==> src/hdl/orl_pkg.sv <==
package orl_pkg;

  // default store depth
  localparam int unsigned DEPTH_DEF = 16;

  // field widths
  localparam int unsigned FUNC_W   = 3;
  localparam int unsigned AGE_W    = 8;
  localparam int unsigned ID_W     = 16;
  localparam int unsigned HEIGHT_W = 32;
  localparam int unsigned STATUS_W = 2;
  localparam int unsigned COUNT_W  = 5;

  // operation codes
  typedef enum logic [FUNC_W-1:0] {
    FN_INS_FRONT  = 3'd0,
    FN_INS_BACK   = 3'd1,
    FN_INS_SORTED = 3'd2,
    FN_FIND       = 3'd3,
    FN_REMOVE     = 3'd4
  } func_e;

  // result status codes
  typedef enum logic [STATUS_W-1:0] {
    ST_OK   = 2'd0,
    ST_MISS = 2'd1,
    ST_FULL = 2'd2
  } status_e;

  // sequencer states
  typedef enum logic {
    S_IDLE,
    S_RUN
  } state_e;

  // one stored record
  typedef struct packed {
    logic [AGE_W-1:0]    age;
    logic [ID_W-1:0]     id;
    logic [HEIGHT_W-1:0] height;
  } rec_t;

  // broadcast to all cells when an item is taken in
  typedef struct packed {
    logic              en;
    logic [FUNC_W-1:0] func;
    rec_t              rec;
  } cap_t;

  // broadcast to all cells in the update cycle
  typedef struct packed {
    logic ins;
    logic rem;
  } cell_ctl_t;

endpackage

==> src/hdl/orl_if.sv <==
interface orl_in_if;
  logic                            valid;
  logic                            ready;
  logic [orl_pkg::FUNC_W-1:0]      func;
  logic [orl_pkg::AGE_W-1:0]       age;
  logic [orl_pkg::ID_W-1:0]        rec_id;
  logic [orl_pkg::HEIGHT_W-1:0]    height_bits;

  modport source (output valid, func, age, rec_id, height_bits, input ready);
  modport sink (input valid, func, age, rec_id, height_bits, output ready);
endinterface

interface orl_out_if;
  logic                            valid;
  logic                            ready;
  logic [orl_pkg::STATUS_W-1:0]    status;
  logic [orl_pkg::AGE_W-1:0]       out_age;
  logic [orl_pkg::ID_W-1:0]        out_id;
  logic [orl_pkg::HEIGHT_W-1:0]    out_height_bits;
  logic [orl_pkg::COUNT_W-1:0]     entry_count;

  modport source (output valid, status, out_age, out_id, out_height_bits, entry_count,
                  input ready);
  modport sink (input valid, status, out_age, out_id, out_height_bits, entry_count,
                output ready);
endinterface

==> src/hdl/ordered_record_list.sv <==
// channel | dir | payload                                                    | handshake
// req_i   | in  | func, age, rec_id, height_bits                             | valid/ready
// rsp_o   | out | status, out_age, out_id, out_height_bits, entry_count      | valid/ready
//
// each item passes through a take-in cycle, where every cell compares its record against
// the item, and an update cycle, where the first-mark chain through the cells settles and
// the cells shift; one item is in work at a time
// the update waits while the result register is full and not being taken
// reset empties the store; no clearing pass is needed
module ordered_record_list #(
  parameter int unsigned DEPTH = orl_pkg::DEPTH_DEF
) (
  input logic         clk_i,
  input logic         rst_ni,
  orl_in_if.sink      req_i,
  orl_out_if.source   rsp_o
);

  localparam int unsigned CntW = $clog2(DEPTH + 1);

  orl_pkg::state_e     state_q, state_d;
  logic [CntW-1:0]     count_q, count_d;
  logic [orl_pkg::FUNC_W-1:0] func_q;
  orl_pkg::rec_t       new_rec_q;

  logic                accept;
  logic                slot_free;
  logic                apply;
  logic                full;
  logic                is_ins;
  logic                is_lookup;
  logic                hit_any;
  orl_pkg::cap_t       cap;
  orl_pkg::cell_ctl_t  ctl;

  orl_pkg::rec_t       rec   [DEPTH];
  logic                seen  [DEPTH+1];
  orl_pkg::rec_t       hit   [DEPTH+1];

  logic                        rsp_valid_q;
  logic [orl_pkg::STATUS_W-1:0] status_q, status_d;
  orl_pkg::rec_t               out_rec_q, out_rec_d;

  // handshake and sequencer strobes
  assign accept    = req_i.valid && req_i.ready;
  assign slot_free = !rsp_valid_q || rsp_o.ready;

  // next state
  always_comb begin
    state_d = state_q;
    unique case (state_q)
      orl_pkg::S_IDLE: if (accept) state_d = orl_pkg::S_RUN;
      orl_pkg::S_RUN:  if (slot_free) state_d = orl_pkg::S_IDLE;
      default:         state_d = orl_pkg::S_IDLE;
    endcase
  end

  // state outputs
  always_comb begin
    req_i.ready = 1'b0;
    apply       = 1'b0;
    unique case (state_q)
      orl_pkg::S_IDLE: req_i.ready = 1'b1;
      orl_pkg::S_RUN:  apply = slot_free;
      default: begin
        req_i.ready = 1'b0;
        apply       = 1'b0;
      end
    endcase
  end

  always_ff @(posedge clk_i or negedge rst_ni) begin
    if (!rst_ni) begin
      state_q <= orl_pkg::S_IDLE;
    end else begin
      state_q <= state_d;
    end
  end

  // item broadcast to the cells
  assign cap.en         = accept;
  assign cap.func       = req_i.func;
  assign cap.rec.age    = req_i.age;
  assign cap.rec.id     = req_i.rec_id;
  assign cap.rec.height = req_i.height_bits;

  // hold the operation for the update cycle
  always_ff @(posedge clk_i) begin
    if (accept) begin
      func_q    <= req_i.func;
      new_rec_q <= cap.rec;
    end
  end

  // operation decode
  assign full      = (count_q == CntW'(DEPTH));
  assign is_ins    = (func_q == orl_pkg::FN_INS_FRONT) || (func_q == orl_pkg::FN_INS_BACK) ||
                     (func_q == orl_pkg::FN_INS_SORTED);
  assign is_lookup = (func_q == orl_pkg::FN_FIND) || (func_q == orl_pkg::FN_REMOVE);
  assign hit_any   = seen[DEPTH];
  assign ctl.ins   = apply && is_ins && !full;
  assign ctl.rem   = apply && (func_q == orl_pkg::FN_REMOVE);

  // chain of cells, head at index 0
  assign seen[0] = 1'b0;
  assign hit[0]  = '0;

  for (genvar i = 0; i < DEPTH; i++) begin : g_cell
    orl_pkg::rec_t left_rec;
    orl_pkg::rec_t right_rec;

    if (i == 0) begin : g_head
      assign left_rec = rec[i];
    end else begin : g_body
      assign left_rec = rec[i-1];
    end

    if (i == DEPTH - 1) begin : g_last
      assign right_rec = rec[i];
    end else begin : g_inner
      assign right_rec = rec[i+1];
    end

    orl_cell u_cell (
      .clk_i       (clk_i),
      .rst_ni      (rst_ni),
      .head_i      (i == 0),
      .occ_i       (CntW'(i) < count_q),
      .tail_i      (CntW'(i) == count_q),
      .cap_i       (cap),
      .ctl_i       (ctl),
      .new_rec_i   (new_rec_q),
      .left_rec_i  (left_rec),
      .right_rec_i (right_rec),
      .rec_o       (rec[i]),
      .seen_i      (seen[i]),
      .seen_o      (seen[i+1]),
      .hit_i       (hit[i]),
      .hit_o       (hit[i+1])
    );
  end

  // result and count update
  always_comb begin
    count_d   = count_q;
    status_d  = orl_pkg::ST_OK;
    out_rec_d = '0;
    if (is_ins) begin
      if (full) begin
        status_d = orl_pkg::ST_FULL;
      end else begin
        count_d = count_q + CntW'(1);
      end
    end else if (is_lookup) begin
      if (!hit_any) begin
        status_d = orl_pkg::ST_MISS;
      end else begin
        out_rec_d = hit[DEPTH];
        if (func_q == orl_pkg::FN_REMOVE) begin
          count_d = count_q - CntW'(1);
        end
      end
    end
  end

  always_ff @(posedge clk_i or negedge rst_ni) begin
    if (!rst_ni) begin
      count_q     <= '0;
      rsp_valid_q <= 1'b0;
    end else begin
      if (apply) begin
        count_q     <= count_d;
        rsp_valid_q <= 1'b1;
      end else if (rsp_o.ready) begin
        rsp_valid_q <= 1'b0;
      end
    end
  end

  // result register
  always_ff @(posedge clk_i) begin
    if (apply) begin
      status_q  <= status_d;
      out_rec_q <= out_rec_d;
    end
  end

  logic [CntW-1:0] count_rsp_q;

  always_ff @(posedge clk_i) begin
    if (apply) begin
      count_rsp_q <= count_d;
    end
  end

  assign rsp_o.valid           = rsp_valid_q;
  assign rsp_o.status          = status_q;
  assign rsp_o.out_age         = out_rec_q.age;
  assign rsp_o.out_id          = out_rec_q.id;
  assign rsp_o.out_height_bits = out_rec_q.height;
  assign rsp_o.entry_count     = orl_pkg::COUNT_W'(count_rsp_q);

endmodule

==> src/hdl/orl_cell.sv <==
module orl_cell (
  input  logic                clk_i,
  input  logic                rst_ni,
  input  logic                head_i,
  input  logic                occ_i,
  input  logic                tail_i,
  input  orl_pkg::cap_t       cap_i,
  input  orl_pkg::cell_ctl_t  ctl_i,
  input  orl_pkg::rec_t       new_rec_i,
  input  orl_pkg::rec_t       left_rec_i,
  input  orl_pkg::rec_t       right_rec_i,
  output orl_pkg::rec_t       rec_o,
  input  logic                seen_i,
  output logic                seen_o,
  input  orl_pkg::rec_t       hit_i,
  output orl_pkg::rec_t       hit_o
);

  orl_pkg::rec_t rec_q, rec_d;
  logic          mark_q, mark_d;
  logic          first;

  // mark this cell when the new item picks it as its position, or matches its id on a lookup
  always_comb begin
    mark_d = mark_q;
    if (cap_i.en) begin
      unique case (cap_i.func)
        orl_pkg::FN_INS_FRONT:  mark_d = head_i;
        orl_pkg::FN_INS_BACK:   mark_d = 1'b0;
        orl_pkg::FN_INS_SORTED: mark_d = occ_i && (head_i ? (cap_i.rec.age < rec_q.age)
                                                           : (cap_i.rec.age <= rec_q.age));
        orl_pkg::FN_FIND,
        orl_pkg::FN_REMOVE:     mark_d = occ_i && (cap_i.rec.id == rec_q.id);
        default:                mark_d = 1'b0;
      endcase
    end
  end

  // first mark from the head wins
  assign first  = mark_q && !seen_i;
  assign seen_o = seen_i || mark_q;
  assign hit_o  = first ? rec_q : hit_i;
  assign rec_o  = rec_q;

  // shift toward the tail on insert, toward the head on remove
  always_comb begin
    rec_d = rec_q;
    priority if (ctl_i.ins) begin
      priority if (first || (tail_i && !seen_i)) begin
        rec_d = new_rec_i;
      end else if (seen_i) begin
        rec_d = left_rec_i;
      end else begin
        rec_d = rec_q;
      end
    end else if (ctl_i.rem && seen_o) begin
      rec_d = right_rec_i;
    end else begin
      rec_d = rec_q;
    end
  end

  always_ff @(posedge clk_i) begin
    rec_q <= rec_d;
  end

  always_ff @(posedge clk_i or negedge rst_ni) begin
    if (!rst_ni) begin
      mark_q <= 1'b0;
    end else begin
      mark_q <= mark_d;
    end
  end

endmodule

==> src/flat_wrapper.sv <==
// flat-port wrapper written by rule: the top's interface ports become plain ports
module ordered_record_list_flat 
#(
  parameter int unsigned DEPTH = orl_pkg::DEPTH_DEF
)
  (clk_i, rst_ni, req_i_valid, req_i_func, req_i_age, req_i_rec_id, req_i_height_bits, req_i_ready, rsp_o_valid, rsp_o_status, rsp_o_out_age, rsp_o_out_id, rsp_o_out_height_bits, rsp_o_entry_count, rsp_o_ready);
  orl_in_if req_i_i ();
  orl_out_if rsp_o_i ();
  input logic clk_i;
  input logic rst_ni;
  input wire logic [$bits(req_i_i.valid)-1:0] req_i_valid;
  input wire logic [$bits(req_i_i.func)-1:0] req_i_func;
  input wire logic [$bits(req_i_i.age)-1:0] req_i_age;
  input wire logic [$bits(req_i_i.rec_id)-1:0] req_i_rec_id;
  input wire logic [$bits(req_i_i.height_bits)-1:0] req_i_height_bits;
  output wire logic [$bits(req_i_i.ready)-1:0] req_i_ready;
  output wire logic [$bits(rsp_o_i.valid)-1:0] rsp_o_valid;
  output wire logic [$bits(rsp_o_i.status)-1:0] rsp_o_status;
  output wire logic [$bits(rsp_o_i.out_age)-1:0] rsp_o_out_age;
  output wire logic [$bits(rsp_o_i.out_id)-1:0] rsp_o_out_id;
  output wire logic [$bits(rsp_o_i.out_height_bits)-1:0] rsp_o_out_height_bits;
  output wire logic [$bits(rsp_o_i.entry_count)-1:0] rsp_o_entry_count;
  input wire logic [$bits(rsp_o_i.ready)-1:0] rsp_o_ready;
  assign req_i_i.valid = req_i_valid;
  assign req_i_i.func = req_i_func;
  assign req_i_i.age = req_i_age;
  assign req_i_i.rec_id = req_i_rec_id;
  assign req_i_i.height_bits = req_i_height_bits;
  assign req_i_ready = req_i_i.ready;
  assign rsp_o_valid = rsp_o_i.valid;
  assign rsp_o_status = rsp_o_i.status;
  assign rsp_o_out_age = rsp_o_i.out_age;
  assign rsp_o_out_id = rsp_o_i.out_id;
  assign rsp_o_out_height_bits = rsp_o_i.out_height_bits;
  assign rsp_o_entry_count = rsp_o_i.entry_count;
  assign rsp_o_i.ready = rsp_o_ready;
  ordered_record_list #(.DEPTH(DEPTH)) u_core (.clk_i(clk_i), .rst_ni(rst_ni), .req_i(req_i_i), .rsp_o(rsp_o_i));
endmodule
==> config.mk <==
export PLATFORM = sky130hd
export DESIGN_NAME = ordered_record_list_flat
export DESIGN_NICKNAME = d
export VERILOG_FILES = /design/src/hdl/orl_pkg.sv /design/src/hdl/orl_if.sv /design/src/hdl/ordered_record_list.sv /design/src/hdl/orl_cell.sv /design/src/flat_wrapper.sv
export SDC_FILE = /design/constraint.sdc
export NUM_CORES = 2
export LEC_CHECK = 0
export ABC_CLOCK_PERIOD_IN_PS = 8800
export BUFFER_PORTS_ARGS = -buffer_cell sky130_fd_sc_hd__clkbuf_2
export CORE_ASPECT_RATIO = 0.7
export CORE_MARGIN = 2
export CORE_UTILIZATION = 59
export DETAILED_ROUTE_END_ITERATION = 10
export MAX_ROUTING_LAYER = met4
export PLACE_DENSITY = 0.76
export SETUP_SLACK_MARGIN = 0.02
export SLEW_MARGIN = 40
export SYNTH_ARGS = -nofsm -noshare
export SYNTH_HDL_FRONTEND = slang
export SYNTH_SLANG_ARGS = --single-unit
==> constraint.sdc <==
create_clock -name clk_i -period 8.8 [get_ports clk_i]
set_input_delay 1.32 -clock clk_i [delete_from_list [all_inputs] [get_ports clk_i]]
set_output_delay 1.32 -clock clk_i [all_outputs]
set_load 0.05 [all_outputs]
* Word-level counts from Yosys, hierarchy flattened *
Cells that the tools add are included.

word-level totals
  register bits after elaboration = 1,041
  output and inout bits = 65
  logic and storage cells = 447
  memories kept = 0
  latch bits = 0
  memory bits (writable) = 0
  memory bits (read-only) = 0

cells by class
  shifts and indexed selects = 0
  $add $sub $neg = 2
  divide/modulo/power cells = 0
  eq/ne operators = 54
  reductions and logical operators = 171
  $mul = 0
  $lt $le $gt $ge = 32
  bitwise logic cells = 3
  multiplexer cells = 109

operator list
  cell                count
  $mux 56             77
  $eq 16x16->1        16
  $le 8x8->1          15
  $logic_and 1x1->1   81
  $ne 3x3->1 const B  14
  $eq 4x5->1 const A  8
  $lt 4x5->1 const A  8
  $logic_or 1x1->1    35
  $reduce_bool 2->1   17
  $pmux 1 s2          16
  $reduce_and 2->1    16
  $mux 5              5
  $eq 3x5->1 const A  4
  $lt 3x5->1 const A  4
  $logic_not 1->1     17
  $eq 3x2->1 const B  4
  $eq 2x5->1 const A  2
  $lt 1x5->1 const A  2
  $lt 2x5->1 const A  2
  $lt 8x8->1          1
  $mux 1              7
  $eq 3x3->1 const B  2
  $logic_not 3->1     2
  $mux 2              3
  other kinds (11)    13

* Longest topological paths before layout *
  depth after elaboration = 19
  depth in mapped cells = 12
  depth with buffers taken out = 8

* By module *
From an unflattened synthesis, not the netlist that was laid out.

unflattened totals
  cells, all modules = 6,266
  area, all modules = 68,881.1 um^2

by module, submodules not included
  module               sequential area each (um^2)  instances  cells an instance  area an instance (um^2)
  orl_cell             1,706.6                      16         372                3,993.8
  ordered_record_list  3,838.7                      1          314                4,979.8

* Least setup slack after synthesis *
Ideal clock, no wire load.

  path type = in2reg
  start = input port rsp_o_ready
  end = register u_core.g_cell[0].u_cell.rec_q, in the netlist u_core.g_cell[0].u_cell.rec_o[0] (enable)
  data required time = 8.244 ns
  arrival = 7.741 ns
  path buffers = 1
  setup slack = 0.503 ns
  stages on the path = 7
  path through = nand2b_1 > nand2_1 > inv_1 > and3_1 > clkbuf_1 > nand3_1 > o32ai_1

on the way
  cells in the longest elaborated chain, start to end = 6
  elaborated cells between the ends (all ways) = 9

ends and longest elaborated chain
  what                                                              RTL line                                                source
  start, declared                                                   flat_wrapper.sv:23                                      input wire logic [$bits(rsp_o_i.ready)-1:0] rsp_o_ready;
  $logic_or 1x1->1 (*)                                              ordered_record_list.sv:46                               assign slot_free = !rsp_valid_q || rsp_o.ready;
  $mux 1 (*)                                                        ordered_record_list.sv:62                               unique case (state_q)
  net u_core.apply                                                  ordered_record_list.sv:28                               logic apply;
  $logic_and 1x1->1 (on tied branches)                              ordered_record_list.sv:101, ordered_record_list.sv:102
  $logic_and 1x1->1 (on tied branches)                              ordered_record_list.sv:101, orl_cell.sv:56
  $ne 2x2->1 (no source line) or $reduce_bool 2->1 (tied branches)  --
  $reduce_and 2->1 (no source line) (*)                             --
  end signal, assigned                                              orl_cell.sv:64                                          rec_q <= rec_d;
  end, declared                                                     orl_cell.sv:19                                          orl_pkg::rec_t rec_q, rec_d;

The timed path passes the listed nets; every way through them passes the cells marked *.
A chain may end at the register's enable or synchronous reset.

==> qor.txt <==
status - finished clean
die height - 278 µm
total grt overflow - 0
Synth Area in Adders - 2.61%
Setup TNS - 0 ps
YS warnings - 0
multi-input logic area - 30000 µm²
max-cap viol count - 0
CTS tree - yes
Min-Delay Path Class - flip-flop to flip-flop
CP Cell Sequence - buf_4 -> or4_1 -> nor4_4 -> nand2_1 -> nor2_4 -> buf_4 -> buf_4 -> mux2i_1 -> o21ai_0
reg-to-reg endpoint - u_core.g_cell[14].u_cell.rec_o[25]
synthesized area per cell - 10.0 µm²
Port Buffer Count - 127
WHS Endpoint - u_core.rsp_o.valid
Psw - 11.6 mW
WP data required - 9250 ps
Hold Path Stages - 2
top-area cell type share of the netlist area - 48.2%
most common cell after layout, fill and taps aside - nand2_1
Cell Area, Synth - 63400 µm²
Clock Path Buffers - 3
initial core utilization - 59.6%
row count - 100
I/O pin count - 128
vias in the first global route - 49658
largest cells by area after synthesis - edfxtp_1 48%, mux2i_1 12%, o21ai_0 7.7%
commonest non-fill, non-tap cells in the layout - 1128 x nand2_1, 1018 x edfxtp_1, 971 x o21ai_0
CORE AREA - 106000 µm²
Sequential Power Share - 37.2%
DRC Markers - 0
Post-Synth Simple-Gate Area - 10.5%
Worst VDD drop - 0.279 mV
register area - 31200 µm²
drt total wl - 245000 µm
combinational cell fraction of total power - 45.0%
hpwl dp - 154000 µm
die width - 396 µm
Syn Nets - 6525
Tightest Pin Transition - 997 ps
r2r setup slk - 3620 ps
initial DRC count - 11517
CP Max Fanout - 64
mux cell area share after synthesis - 13.3%
Slew HR - 32.9%
final instance area - 68900 µm²
Layout Nets - 6349
postcts setup bufs - 0
skew final - 25.2 ps
Worst Setup SP - u_core.g_cell[6].u_cell.mark_q
Hold Startpoint - u_core.state_q
CTS Buf Count - 104
Filler cells - 8375
DIE AREA - 110000 µm²
crit end category - flip-flop
fraction of layout cells with a size suffix above 1 - 8.64%
reg-to-reg startpoint - u_core.g_cell[6].u_cell.mark_q
Post-Synth XOR/XNOR Area - 3.62%
Routed Antenna Nets - 0
post-placement cell area - 65500 µm²
largest net degree at the start of global routing - 261
Max stage delay on crit path - 970 ps
power density over the cells - 359 nW/µm²
DR vias - 55004
CP Class - flip-flop to flip-flop
CP arrival - 5640 ps
clk_lat worst skew - 750 ps
DRT Pass-1 Iters - 9
CTS sink count - 1041
main combinational cell family by area after synthesis - compound AO/OA/AOI/OAI gates
Post-synth EDFFs - 1018
crit path max-delay cell type - or4_1
fmax - 0.193 GHz
Synth async-reset ratio - 2.21%
Synth cell types - 72
switching share of power - 46.7%
# setup viols final - 0
pins over their slew limit - 0
sequential share of the synthesized area - 49.1%
gr usage total - 44.6%
fin crit period - 5180 ps
vias per inst - 7.16
RSZ-0062 raised after global routing - false
most area-hungry cell type in the Yosys netlist - edfxtp_1
Layout area overhead - 8.65%
global-route wire length before repair - 350000 µm
LEAKAGE - 26.8 nW
Worst setup SP type - flip-flop
H-tree Lvls - 3
clk slew on worst S/H paths - 70 ps
hold buffer count at cts - 0
Worst path most repeated cell - buf_4
Clk pwr share - 17.8%
cell-internal power - 13.2 mW
wire length per cell - 31.9 µm
synthesized flop and latch total - 1041
Final Hold Viols - 0
post-synthesis compound-gate area fraction - 16.3%
post-cts sizing count - 0
gp weighted congestion - 1.06
Mapped Cells - 6330
CTS root buf - clkbuf_16
Main synth FF type - edfxtp_1
antenna violations before repair - 23
Tcrit/Tclk final - 58.9%
R2R depth - 9
[registers in the layout (all words and copies together) (netlist names)]
| name | count |
|---|---|
| u_core.g_cell.u_cell.rec_o | 896 |
| u_core.new_rec_q | 56 |
| u_core.rsp_o.out_height_bits | 32 |
| u_core.g_cell.u_cell.mark_q | 16 |
| u_core.rsp_o.out_id | 16 |
| u_core.rsp_o.out_age | 8 |
| u_core.count_q | 5 |
| u_core.rsp_o.entry_count | 5 |
| u_core.func_q | 3 |
| u_core.rsp_o.status | 2 |
| u_core.rsp_o.valid | 1 |
| u_core.state_q | 1 |
[worst max-delay path: cells and delay by family, from the launching register on]
family,cells,cell delay [ps]
buffers and inverters,3,1750
and+or+nand+nor,4,2250
DFF,1,460
AOI/OAI and AO/OA,1,130
muxes,1,250
[kinds of logic (layout without fill, tap and decap cells)]
family | Yosys count | after routing
AO/OA/AOI/OAI | 1784 | 1784
AND/OR/NAND/NOR | 1553 | 1553
flip-flops | 1041 | 1041
multiplexers | 838 | 838
buffers and inverters | 720 | 629
XOR/XNOR | 262 | 262
adder cells (fa/ha/maj) | 132 | 132
other | 0 | 19
[metrics by stage]
stage                     utilization (%)  hold slack [ps]  power (mW)  setup slack (ps)  std cells
after floorplan                         -              484        15.3               503       6330
after global placement               61.2              492        19.2              3110       7455
after detailed placement             61.6              502        19.6              3200       7472
after CTS                            64.6              515        23.9              3680       7663
after global routing                 64.7              547        25.3              3570       7682
final                                64.7              513        24.7              3620       7686
[Yosys cell counts, drive strengths merged, types with 107 or more instances]
library cell,number
inv,172
ha,132
buf,109
nor2,108
o21ai,1006
a21oi,313
clkbuf,437
a221oi,107
edfxtp,1018
nand2,1134
xnor2,194
mux2i,787
[layer usage]
metal	GRT usage [%]	share of wire, %	vias to the layer above	wire length [µm]
met5	-	0	-	0
met4	17.5	4.6	0	11300
met3	17.7	18	827	43200
met2	58.0	40	5137	97000
met1	61.9	38	26130	93900
li1	-	-	22910	-
[worst max-delay path by stage]
stage	to	slack [ps]
final	u_core.g_cell[14].u_cell.rec_o[25]	3620
after global routing	u_core.g_cell[14].u_cell.rec_o[21]	3570
after CTS	u_core.rsp_o.out_id[1]	3680
after detailed placement	u_core.g_cell[8].u_cell.rec_o[1]	3200
after global placement	u_core.g_cell[12].u_cell.rec_o[3]	3110
after floorplan	u_core.g_cell[0].u_cell.rec_o[0]	500
[power groups by stage]
stage | registers (mW) | clock network, mW | logic (mW)
final | 9.21 | 4.40 | 11.1
after global routing | 9.26 | 4.56 | 11.5
after CTS | 9.06 | 4.38 | 10.5
after detailed placement | 9.15 | 0 | 10.5
after global placement | 9.13 | 0 | 10.1
after floorplan | 8.90 | 0 | 6.40
[cell type report]
cell class                      count  area share [%]
Multi-Input combinational cell   4569            43.5
Timing Repair Buffer              264            2.94
Tap cell                         1428            2.59
Inverter                          174           0.954
Clock buffer                      132            4.01
Clock inverter                     59           0.621
Sequential cell                  1041            45.3
Antenna cell                       19          0.0690
Power figures use the tool's default switching activity.
